### src/hdl/assert_macros.svh
// Assertion macros shared by the ranker RTL.
// Each macro expects clk and rst_n in the scope where it is used.
`ifndef ASSERT_MACROS_SVH
`define ASSERT_MACROS_SVH

// Plain property, checked at every clock edge outside reset.
`define ASSERT_ALWAYS(label, prop, msg) \
  label: assert property (@(posedge clk) disable iff (!rst_n) (prop)) else $error(msg);

// Same-cycle implication.
`define ASSERT_IMPL(label, ante, cons, msg) \
  label: assert property (@(posedge clk) disable iff (!rst_n) (ante) |-> (cons)) \
    else $error(msg);

// Next-cycle implication.
`define ASSERT_NEXT(label, ante, cons, msg) \
  label: assert property (@(posedge clk) disable iff (!rst_n) (ante) |=> (cons)) \
    else $error(msg);

`endif

### src/hdl/fsr_pkg.sv
// Package for the fuzzy subsequence top-k ranker: sizes, codes, types, helpers.
// No dependencies; used by every other file of the block except assert_macros.svh.
package fsr_pkg;

  // Sizing
  localparam int TOP_COUNT = 20;
  localparam int QUERY_MAX = 16;
  localparam int ID_BITS   = 12;
  localparam int NAME_MAX  = 255;

  localparam int QBYTES   = 16;  // query storage, two 64-bit registers
  localparam int QIDX_W   = 4;   // byte select into query storage
  localparam int QLEN_W   = 5;
  localparam int SCORE_W  = 13;
  localparam int RANK_OUT_W = 5;
  localparam int NLEN_W   = $clog2(NAME_MAX + 1);
  localparam int RANK_W   = (TOP_COUNT > 1) ? $clog2(TOP_COUNT) : 1;
  localparam int CNT_W    = $clog2(TOP_COUNT + 1);

  // Scoring in hundredths
  localparam int MATCH_BASE  = 100;
  localparam int RUN_BONUS   = 50;
  localparam int EMPTY_SCORE = 100;

  // Input command codes
  localparam logic [1:0] CMD_CHAR  = 2'd0;
  localparam logic [1:0] CMD_CLEAR = 2'd1;
  localparam logic [1:0] CMD_READ  = 2'd2;

  // Configuration register indexes
  localparam logic [1:0] REG_QLOW  = 2'd0;
  localparam logic [1:0] REG_QHIGH = 2'd1;
  localparam logic [1:0] REG_QLEN  = 2'd2;

  // Controller to datapath
  typedef struct packed {
    logic step_char;   // take one name byte
    logic clear_list;  // empty list, drop name in progress
    logic insert;      // finish name, insert if it qualifies
    logic load_out;    // move next readout entry into output register
  } fsr_cmd_t;

  // Datapath to controller
  typedef struct packed {
    logic out_free;    // output register can take a new result
    logic rd_last;     // entry being read out is the final one
  } fsr_stat_t;

  // ASCII upper case to lower case
  function automatic logic [7:0] fold(input logic [7:0] c);
    logic [7:0] r;
    r = c;
    if (c inside {[8'h41:8'h5A]}) r = c + 8'h20;
    return r;
  endfunction

endpackage

### src/hdl/fsr_ifs.sv
// Channel interfaces of the ranker: input items, results, configuration writes.
// Depends on fsr_pkg for field widths.
interface fsr_in_if;
  logic                       valid;
  logic                       ready;
  logic [1:0]                 command;
  logic [7:0]                 character;
  logic                       last_char;
  logic [fsr_pkg::ID_BITS-1:0] candidate_id;

  modport source (output valid, command, character, last_char, candidate_id, input ready);
  modport sink   (input valid, command, character, last_char, candidate_id, output ready);
endinterface

interface fsr_out_if;
  logic                           valid;
  logic                           ready;
  logic [fsr_pkg::ID_BITS-1:0]    entry_id;
  logic [fsr_pkg::SCORE_W-1:0]    entry_score;
  logic [fsr_pkg::RANK_OUT_W-1:0] rank;
  logic                           list_empty;
  logic                           last;

  modport source (output valid, entry_id, entry_score, rank, list_empty, last, input ready);
  modport sink   (input valid, entry_id, entry_score, rank, list_empty, last, output ready);
endinterface

interface fsr_cfg_if;
  logic        valid;
  logic        ready;
  logic [1:0]  index;
  logic [63:0] data;

  modport source (output valid, index, data, input ready);
  modport sink   (input valid, index, data, output ready);
endinterface

### src/hdl/fsr_ctrl.sv
// Ranker controller: accepts input transfers and sequences insert and readout.
// Depends on fsr_pkg and assert_macros.svh.
`include "assert_macros.svh"

module fsr_ctrl (
  input  logic               clk,
  input  logic               rst_n,
  input  logic               in_valid,
  input  logic [1:0]         in_command,
  input  logic               in_last_char,
  output logic               in_ready,
  output fsr_pkg::fsr_cmd_t  cmd,
  input  fsr_pkg::fsr_stat_t stat
);

  typedef enum logic [2:0] {
    ST_IDLE   = 3'b001,
    ST_INSERT = 3'b010,
    ST_READ   = 3'b100
  } state_t;

  state_t state_r, state_nxt;
  logic   in_xfer;

  assign in_ready = (state_r == ST_IDLE);
  assign in_xfer  = in_valid && in_ready;

  // Next state and datapath commands
  always_comb begin
    state_nxt = state_r;
    cmd       = '0;
    case (state_r)
      ST_IDLE: begin
        if (in_xfer) begin
          case (in_command)
            fsr_pkg::CMD_CHAR: begin
              cmd.step_char = 1'b1;
              if (in_last_char) state_nxt = ST_INSERT;
            end
            fsr_pkg::CMD_CLEAR: cmd.clear_list = 1'b1;
            fsr_pkg::CMD_READ:  state_nxt = ST_READ;
            default: ;  // unused code, dropped
          endcase
        end
      end
      ST_INSERT: begin
        cmd.insert = 1'b1;
        state_nxt  = ST_IDLE;
      end
      ST_READ: begin
        if (stat.out_free) begin
          cmd.load_out = 1'b1;
          if (stat.rd_last) state_nxt = ST_IDLE;
        end
      end
      default: state_nxt = ST_IDLE;
    endcase
  end

  always_ff @(posedge clk) begin
    if (!rst_n) begin
      state_r <= ST_IDLE;
    end else begin
      state_r <= state_nxt;
    end
  end

  `ASSERT_NEXT(a_insert_one_cycle, state_r == ST_INSERT, state_r == ST_IDLE, "insert overran")

endmodule

### src/hdl/fsr_datapath.sv
// Ranker datapath: query registers, per-byte scoring, sorted top list, output register.
// Depends on fsr_pkg, fsr_ifs and assert_macros.svh.
`include "assert_macros.svh"

module fsr_datapath (
  input  logic                        clk,
  input  logic                        rst_n,
  input  logic [7:0]                  in_character,
  input  logic                        in_last_char,
  input  logic [fsr_pkg::ID_BITS-1:0] in_candidate_id,
  input  fsr_pkg::fsr_cmd_t           cmd,
  output fsr_pkg::fsr_stat_t          stat,
  fsr_cfg_if.sink                     cfg_chan,
  fsr_out_if.source                   out_chan
);

  localparam int TC = fsr_pkg::TOP_COUNT;
  localparam int SW = fsr_pkg::SCORE_W;
  localparam int CW = fsr_pkg::CNT_W;
  localparam int RW = fsr_pkg::RANK_W;
  localparam int NW = fsr_pkg::NLEN_W;
  localparam int QW = fsr_pkg::QLEN_W;
  localparam int IW = fsr_pkg::ID_BITS;

  // Query registers
  logic [63:0]   qlow_r, qhigh_r;
  logic [QW-1:0] qlen_r;
  logic [QW-1:0] q_eff;

  assign cfg_chan.ready = 1'b1;

  always_ff @(posedge clk) begin
    if (!rst_n) begin
      qlow_r  <= '0;
      qhigh_r <= '0;
      qlen_r  <= '0;
    end else if (cfg_chan.valid) begin
      case (cfg_chan.index)
        fsr_pkg::REG_QLOW:  qlow_r  <= cfg_chan.data;
        fsr_pkg::REG_QHIGH: qhigh_r <= cfg_chan.data;
        fsr_pkg::REG_QLEN:  qlen_r  <= cfg_chan.data[QW-1:0];
        default: ;
      endcase
    end
  end

  assign q_eff = (qlen_r > QW'(fsr_pkg::QUERY_MAX)) ? QW'(fsr_pkg::QUERY_MAX) : qlen_r;

  // Candidate scoring state
  logic [QW-1:0] match_pos_r, match_pos_nxt;
  logic [QW-1:0] run_len_r,   run_len_nxt;
  logic [SW-1:0] score_r,     score_nxt;
  logic [NW-1:0] name_len_r,  name_len_nxt;
  logic [IW-1:0] cand_id_r;
  logic [fsr_pkg::QBYTES*8-1:0] qword;
  logic [7:0]    qbyte;
  logic          qbyte_hit;

  assign qword     = {qhigh_r, qlow_r};
  assign qbyte     = qword[{match_pos_r[fsr_pkg::QIDX_W-1:0], 3'b000} +: 8];
  assign qbyte_hit = fsr_pkg::fold(in_character) == fsr_pkg::fold(qbyte);

  // Greedy subsequence step for one byte
  always_comb begin
    match_pos_nxt = match_pos_r;
    run_len_nxt   = run_len_r;
    score_nxt     = score_r;
    name_len_nxt  = name_len_r;
    if (cmd.clear_list || cmd.insert) begin
      match_pos_nxt = '0;
      run_len_nxt   = '0;
      score_nxt     = '0;
      name_len_nxt  = '0;
    end else if (cmd.step_char) begin
      if (name_len_r < NW'(fsr_pkg::NAME_MAX)) name_len_nxt = name_len_r + 1'b1;
      if (match_pos_r < q_eff) begin
        if (qbyte_hit) begin
          score_nxt     = score_r + SW'(fsr_pkg::MATCH_BASE)
                          + SW'(run_len_r) * SW'(fsr_pkg::RUN_BONUS);
          run_len_nxt   = run_len_r + 1'b1;
          match_pos_nxt = match_pos_r + 1'b1;
        end else begin
          run_len_nxt = '0;
        end
      end
    end
  end

  always_ff @(posedge clk) begin
    if (!rst_n) begin
      match_pos_r <= '0;
      run_len_r   <= '0;
      score_r     <= '0;
      name_len_r  <= '0;
    end else begin
      match_pos_r <= match_pos_nxt;
      run_len_r   <= run_len_nxt;
      score_r     <= score_nxt;
      name_len_r  <= name_len_nxt;
    end
  end

  // Id travels with the final byte
  always_ff @(posedge clk) begin
    if (cmd.step_char && in_last_char) cand_id_r <= in_candidate_id;
  end

  // Final score: running sum less length penalty, or a fixed score for an empty query
  logic [NW-1:0] penalty;
  logic [SW-1:0] fin_score;
  logic          qualify;

  assign penalty = name_len_r - NW'(q_eff);

  always_comb begin
    if (q_eff == '0) begin
      fin_score = SW'(fsr_pkg::EMPTY_SCORE);
      qualify   = 1'b1;
    end else begin
      fin_score = score_r - SW'(penalty);
      qualify   = (match_pos_r >= q_eff) && (score_r > SW'(penalty));
    end
  end

  // Sorted list with parallel insertion
  logic [IW-1:0] ids_r    [TC];
  logic [SW-1:0] scores_r [TC];
  logic [IW-1:0] ids_nxt    [TC];
  logic [SW-1:0] scores_nxt [TC];
  logic [TC-1:0] keep;  // entry ranks at or above the new score
  logic [CW-1:0] cnt_r, cnt_nxt;
  logic          do_insert;

  assign do_insert = cmd.insert && qualify;

  for (genvar i = 0; i < TC; i++) begin : g_slot
    assign keep[i] = (CW'(i) < cnt_r) && (scores_r[i] >= fin_score);
    if (i == 0) begin : g_head
      always_comb begin
        ids_nxt[i]    = keep[i] ? ids_r[i]    : cand_id_r;
        scores_nxt[i] = keep[i] ? scores_r[i] : fin_score;
      end
    end else begin : g_body
      always_comb begin
        if (keep[i]) begin
          ids_nxt[i]    = ids_r[i];
          scores_nxt[i] = scores_r[i];
        end else if (keep[i-1]) begin
          ids_nxt[i]    = cand_id_r;
          scores_nxt[i] = fin_score;
        end else begin
          ids_nxt[i]    = ids_r[i-1];
          scores_nxt[i] = scores_r[i-1];
        end
      end
    end
    always_ff @(posedge clk) begin
      if (do_insert) begin
        ids_r[i]    <= ids_nxt[i];
        scores_r[i] <= scores_nxt[i];
      end
    end
  end

  always_comb begin
    cnt_nxt = cnt_r;
    if (cmd.clear_list) cnt_nxt = '0;
    else if (do_insert && (cnt_r < CW'(TC))) cnt_nxt = cnt_r + 1'b1;
  end

  // Readout pointer and output register
  logic [RW-1:0] rd_idx_r, rd_idx_nxt;
  logic          rd_last;
  logic          out_valid_r;
  logic [IW-1:0] out_id_r;
  logic [SW-1:0] out_score_r;
  logic [fsr_pkg::RANK_OUT_W-1:0] out_rank_r;
  logic          out_empty_r, out_last_r;

  assign rd_last       = (cnt_r == '0) || ((CW'(rd_idx_r) + 1'b1) == cnt_r);
  assign stat.rd_last  = rd_last;
  assign stat.out_free = !out_valid_r || out_chan.ready;

  always_comb begin
    rd_idx_nxt = rd_idx_r;
    if (cmd.load_out) rd_idx_nxt = rd_last ? '0 : rd_idx_r + 1'b1;
  end

  always_ff @(posedge clk) begin
    if (!rst_n) begin
      cnt_r       <= '0;
      rd_idx_r    <= '0;
      out_valid_r <= 1'b0;
    end else begin
      cnt_r    <= cnt_nxt;
      rd_idx_r <= rd_idx_nxt;
      if (cmd.load_out)        out_valid_r <= 1'b1;
      else if (out_chan.ready) out_valid_r <= 1'b0;
    end
  end

  always_ff @(posedge clk) begin
    if (cmd.load_out) begin
      if (cnt_r == '0) begin
        out_id_r    <= '0;
        out_score_r <= '0;
        out_rank_r  <= '0;
        out_empty_r <= 1'b1;
      end else begin
        out_id_r    <= ids_r[rd_idx_r];
        out_score_r <= scores_r[rd_idx_r];
        out_rank_r  <= fsr_pkg::RANK_OUT_W'(rd_idx_r);
        out_empty_r <= 1'b0;
      end
      out_last_r <= rd_last;
    end
  end

  assign out_chan.valid       = out_valid_r;
  assign out_chan.entry_id    = out_id_r;
  assign out_chan.entry_score = out_score_r;
  assign out_chan.rank        = out_rank_r;
  assign out_chan.list_empty  = out_empty_r;
  assign out_chan.last        = out_last_r;

  `ASSERT_IMPL(a_no_overwrite, cmd.load_out, !out_valid_r || out_chan.ready, "result overwritten")
  `ASSERT_NEXT(a_clear_empties, cmd.clear_list, cnt_r == '0, "clear left entries")
  `ASSERT_ALWAYS(a_cnt_bound, cnt_r <= CW'(TC), "list count out of range")

endmodule

### src/hdl/fuzzy_subsequence_top_k_ranker.sv
// Fuzzy subsequence top-k ranker, top level.
// Channels: in_chan (command, character, last_char, candidate_id), out_chan
// (entry_id, entry_score, rank, list_empty, last), cfg_chan (index, data),
// all valid/ready; a transfer happens when valid and ready are both high.
// cfg_chan is always ready; write the query registers only while idle.
// Name bytes are taken while the controller is idle; the final byte of a name moves
// it to the insert state, which does the compare-and-shift insertion into the list.
// A clear is handled while idle. A readout gives one result per list entry (one
// result for an empty list); the read state loads each into the output register when
// that register is free, and with the receiver ready one result leaves per cycle.
// The next input is taken right after the last load, even while that last
// result still waits in the output register.
// A stalled receiver holds the readout at the output register; the list
// pointer advances only when the register frees up.
// Reset (rst_n low at a clock edge) empties the list, drops any name in
// progress and clears the query; list entries themselves are not cleared.
// Depends on fsr_pkg, fsr_ifs, fsr_ctrl and fsr_datapath.
module fuzzy_subsequence_top_k_ranker (
  input  logic       clk,
  input  logic       rst_n,
  fsr_in_if.sink     in_chan,
  fsr_out_if.source  out_chan,
  fsr_cfg_if.sink    cfg_chan
);

  fsr_pkg::fsr_cmd_t  cmd;
  fsr_pkg::fsr_stat_t stat;
  logic               in_ready;

  assign in_chan.ready = in_ready;

  // Sequencing
  fsr_ctrl u_ctrl (
    .clk          (clk),
    .rst_n        (rst_n),
    .in_valid     (in_chan.valid),
    .in_command   (in_chan.command),
    .in_last_char (in_chan.last_char),
    .in_ready     (in_ready),
    .cmd          (cmd),
    .stat         (stat)
  );

  // Scoring, list and output register
  fsr_datapath u_datapath (
    .clk             (clk),
    .rst_n           (rst_n),
    .in_character    (in_chan.character),
    .in_last_char    (in_chan.last_char),
    .in_candidate_id (in_chan.candidate_id),
    .cmd             (cmd),
    .stat            (stat),
    .cfg_chan        (cfg_chan),
    .out_chan        (out_chan)
  );

endmodule

### src/flat_wrapper.sv
// flat-port wrapper written by rule: the top's interface ports become plain ports
module fuzzy_subsequence_top_k_ranker_flat 
  (clk, rst_n, in_chan_valid, in_chan_command, in_chan_character, in_chan_last_char, in_chan_candidate_id, in_chan_ready, out_chan_valid, out_chan_entry_id, out_chan_entry_score, out_chan_rank, out_chan_list_empty, out_chan_last, out_chan_ready, cfg_chan_valid, cfg_chan_index, cfg_chan_data, cfg_chan_ready);
  fsr_in_if in_chan_i ();
  fsr_out_if out_chan_i ();
  fsr_cfg_if cfg_chan_i ();
  input  logic clk;
  input  logic rst_n;
  input wire logic [$bits(in_chan_i.valid)-1:0] in_chan_valid;
  input wire logic [$bits(in_chan_i.command)-1:0] in_chan_command;
  input wire logic [$bits(in_chan_i.character)-1:0] in_chan_character;
  input wire logic [$bits(in_chan_i.last_char)-1:0] in_chan_last_char;
  input wire logic [$bits(in_chan_i.candidate_id)-1:0] in_chan_candidate_id;
  output wire logic [$bits(in_chan_i.ready)-1:0] in_chan_ready;
  output wire logic [$bits(out_chan_i.valid)-1:0] out_chan_valid;
  output wire logic [$bits(out_chan_i.entry_id)-1:0] out_chan_entry_id;
  output wire logic [$bits(out_chan_i.entry_score)-1:0] out_chan_entry_score;
  output wire logic [$bits(out_chan_i.rank)-1:0] out_chan_rank;
  output wire logic [$bits(out_chan_i.list_empty)-1:0] out_chan_list_empty;
  output wire logic [$bits(out_chan_i.last)-1:0] out_chan_last;
  input wire logic [$bits(out_chan_i.ready)-1:0] out_chan_ready;
  input wire logic [$bits(cfg_chan_i.valid)-1:0] cfg_chan_valid;
  input wire logic [$bits(cfg_chan_i.index)-1:0] cfg_chan_index;
  input wire logic [$bits(cfg_chan_i.data)-1:0] cfg_chan_data;
  output wire logic [$bits(cfg_chan_i.ready)-1:0] cfg_chan_ready;
  assign in_chan_i.valid = in_chan_valid;
  assign in_chan_i.command = in_chan_command;
  assign in_chan_i.character = in_chan_character;
  assign in_chan_i.last_char = in_chan_last_char;
  assign in_chan_i.candidate_id = in_chan_candidate_id;
  assign in_chan_ready = in_chan_i.ready;
  assign out_chan_valid = out_chan_i.valid;
  assign out_chan_entry_id = out_chan_i.entry_id;
  assign out_chan_entry_score = out_chan_i.entry_score;
  assign out_chan_rank = out_chan_i.rank;
  assign out_chan_list_empty = out_chan_i.list_empty;
  assign out_chan_last = out_chan_i.last;
  assign out_chan_i.ready = out_chan_ready;
  assign cfg_chan_i.valid = cfg_chan_valid;
  assign cfg_chan_i.index = cfg_chan_index;
  assign cfg_chan_i.data = cfg_chan_data;
  assign cfg_chan_ready = cfg_chan_i.ready;
  fuzzy_subsequence_top_k_ranker u_core (.clk(clk), .rst_n(rst_n), .in_chan(in_chan_i), .out_chan(out_chan_i), .cfg_chan(cfg_chan_i));
endmodule
### config.mk
export PLATFORM = sky130hd
export DESIGN_NAME = fuzzy_subsequence_top_k_ranker_flat
export DESIGN_NICKNAME = d
export VERILOG_FILES = /design/src/hdl/fsr_pkg.sv /design/src/hdl/fsr_ifs.sv /design/src/hdl/fsr_ctrl.sv /design/src/hdl/fsr_datapath.sv /design/src/hdl/fuzzy_subsequence_top_k_ranker.sv /design/src/flat_wrapper.sv
export VERILOG_INCLUDE_DIRS = /design/src /design/src/hdl
export SDC_FILE = /design/constraint.sdc
export NUM_CORES = 1
export LEC_CHECK = 0
export ABC_AREA = 1
export BUFFER_PORTS_ARGS = -buffer_cell sky130_fd_sc_hd__buf_2
export CORE_MARGIN = 5
export CORE_UTILIZATION = 38
export CTS_CLUSTER_SIZE = 30
export DETAILED_ROUTE_END_ITERATION = 10
export PLACE_DENSITY = 0.58
export SLEW_MARGIN = 20
export SYNTH_ARGS = -nofsm -noshare
export SYNTH_HDL_FRONTEND = slang
export SYNTH_SLANG_ARGS = --single-unit
### constraint.sdc
create_clock -name clk -period 8.3 [get_ports clk]
set_clock_uncertainty 0.15 [all_clocks]
set_input_delay 1.66 -clock clk [delete_from_list [all_inputs] [get_ports clk]]
set_output_delay 1.66 -clock clk [all_outputs]
set_load 0.1 [all_outputs]
==> results.yml <==
sta:
  grt_setup_unrepaired: "no"
  hold_violations: 0
  fin_setup_tns_ps: 0
  period_minus_slack_ps: 6520
  finalSetupViolCount: 0
  fin_crit_sh_pct: 78.5
  relSlewSlack_pct: 32.4
  max_freq_mhz: 153
  maxSlewViolCount: 0
  setup_ws_ps: 1780
  worstMarginPinSlew_ps: 1010
clock_tree:
  htreeDepth: 3
  numCtsBuffers: 85
  cts_buffer_depth: 3
  post_cts_resize_count: 0
  postCtsHoldBufs: 0
  root_buffer: "clkbuf_16"
  cts_tree: "built"
  cts_sinks: 721
  path_clk_slew_ps: 60
  clk_latency_ps: 670
  cts_setup_buffers: 0
floorplan:
  core_area_sq_um: 109000
  initial_utilization_pct: 38.2
  io_pins: 129
  fp.dieArea_sq_um: 116000
  rows: 121
  die_w_um: 340
  die_height_um: 340
worst_setup_path:
  worstPathMaxFanout: 23
  endpoint_kind: "flip-flop"
  max_stage_delay_ps: 660
  reg2reg_depth: 26
  critical_path_class: "flip-flop to flip-flop"
  critPathRequiredTime_ps: 8480
  crit_path_start_kind: "flip-flop"
  r2r-end: "u_core.u_datapath.ids_r[18][11]"
  r2r-start: "u_core.u_datapath.qlen_r[4]"
  crit_path_top_delay_cell: "a21oi_2"
  cp_data_arrival_time_ps: 6690
  r2r_slack_ps: 1780
  crit_start: "u_core.u_datapath.qlen_r[4]"
final_layout:
  final_cells: 6372
  nNetsFinal: 5311
  synthToLayoutAreaGrowth_pct: 11.1
  fin_util_pct: 42.4
  drive_gt1_share_pct: 7.79
logic_synthesis:
  synth.distinct_cells: 52
  synth.yosys.seq_area_share_pct: 47.9
  ys_ff_latch: 721
  yosys_warnings: 0
  syn_inst: 4902
  syn_nets: 5322
  synth_top_area_cell: "edfxtp_1"
  synth_top_cell_area_share_pct: 39.4
  synthTopCellsByArea: "edfxtp_1 39%, o21ai_0 12%, ha_1 9.7%"
  synth_area_per_cell_sq_um: 8.46
  syn_area_sq_um: 41500
drt:
  post_drt_wl_per_cell_um: 19.6
  drtAntennaViolNets: 0
  drc: 0
  first_iter_violations: 3374
  vias_per_cell: 5.48
  firstDrtPassIters: 5
  postRouteWirelength_um: 125000
  vias: 34900
min_path:
  hold_class: "flip-flop to flip-flop"
  hold_depth: 0
  min_to: "u_core.u_datapath.ids_r[0][5]"
  min_from: "u_core.u_datapath.cand_id_r[5]"
global_routing:
  grt_max_degree: 113
  grt_first_pass_wirelength_um: 195000
  grt_usage_pct: 21.0
  grt_antenna_before_repair: 5
  grt_overflow: 0
  grt_pass1_vias: 32900
power:
  powerDensity_nw_per_um2: 195
  vdd_ir_drop_max_mv: 0.203
  leakage_nw: 19.2
run:
  drv_cap: 0
placement:
  placed_cells: 6218
  hpwl_um: 89200
  globalplace.congestion: 0.875
  dp_slack_ps: 1920
  port_buffers: 127
status:
  status: "complete, no violations"
==> how the worst max path moves through the flow <==
stage                                                 end  slack (ps)  depth (start not counted)
after floorplan            u_core.u_datapath.ids_r[15][0]        2000                         26
after global placement    u_core.u_datapath.ids_r[18][11]        2050                         26
after detailed placement   u_core.u_datapath.ids_r[10][8]        1920                         27
after CTS                  u_core.u_datapath.ids_r[10][8]        1890                         27
after global routing       u_core.u_datapath.ids_r[18][6]        1200                         26
final                     u_core.u_datapath.ids_r[18][11]        1780                         26
==> state kept, by name (all words and copies together), names as in the netlist, 8 cells and up <==
register                                count
u_core.u_datapath.scores_r                260
u_core.u_datapath.cand_id_r                12
u_core.u_datapath.qlow_r                   64
u_core.u_datapath.score_r                  12
u_core.u_datapath.name_len_r                8
u_core.u_datapath.out_chan.entry_id        12
u_core.u_datapath.qhigh_r                  64
u_core.u_datapath.out_chan.entry_score     13
u_core.u_datapath.ids_r                   240
==> worst max-delay path: cells and delay by family, from the launching register on <==
family	cells	cell delay, ps
and+or+nand+nor	9	870
DFF	1	320
AOI/OAI and AO/OA	9	2190
adders and majority gates	3	970
xor gates and xnor gates	1	250
buffers and inverters	4	1400
==> Yosys cell counts (all sizes together) <==
library cell	instances
o21ai	992
nand2	935
edfxtp	544
nor2	527
inv	328
ha	322
a21oi	283
clkbuf	265
dfxtp	177
nand3	120
o22ai	120
buf	47
nor3	30
o211ai	30
a211oi	28
o221ai	20
o21bai	19
a21o	18
nand4	17
xor2	17
nor4	13
xnor2	11
a32oi	6
a221oi	4
a31oi	4
clkinv	4
fa	4
a21boi	3
or2	3
nand3b	2
nor4b	2
and3	1
conb	1
o2111ai	1
o21a	1
o311ai	1
o31ai	1
or3	1
==> routing by layer <==
layer / wire [um] / GRT usage [%]
met1: 56000 / 29.1
met2: 57100 / 34.1
met3: 9100 / 3.81
met4: 3000 / 5.28
met5: 43 / 0
==> power by group <==
group / switching (mW) / internal, mW / leakage, nW
registers: 0.0301 / 3.92 / 6.34
clock network: 1.56 / 2.09 / 1.31
logic: 0.980 / 0.416 / 11.5
total: 2.57 / 6.43 / 19.2
==> placed cells by master, fill, tap and decap left out, types with 116 or more instances in the layout <==
master      n
o22ai_1   120
edfxtp_1  544
ha_1      322
buf_2     126
dfxtp_1   173
inv_1     321
nand2_1   934
nand3_1   116
a21oi_1   263
o21ai_0   980
nor2_1    518
==> cell type report <==
type	count	area [sq um]
fillers	10800	62600
flip-flops and latches	721	19900
multi-input cells	3537	19200
clock buffers	115	2360
well taps	1414	1770
repair buffers	214	1290
inverters	332	1250
clock inverters	38	297
diodes	1	2.50
==> kinds of logic after synthesis <==
group                      after synthesis  synth area share (%)
and+or+nand+nor                       1651                  15.8
AOI/OAI and AO/OA                     1531                  19.7
DFF                                    721                  47.9
buffers and inverters                  644                  6.05
adders and majority gates              326                  9.90
xor gates and xnor gates                28                 0.609
other                                    1               0.00904
==> per-stage QoR <==
step | power [mW] | hold WS, ps | area [sq um]
after floorplan | 4.97 | 274 | 41500
after global placement | 5.39 | 287 | 43400
after detailed placement | 5.41 | 286 | 43400
after CTS | 9.07 | 300 | 46100
after global routing | 9.40 | 316 | 46100
final | 9.00 | 297 | 46100
(Power assumes the default switching activity.)
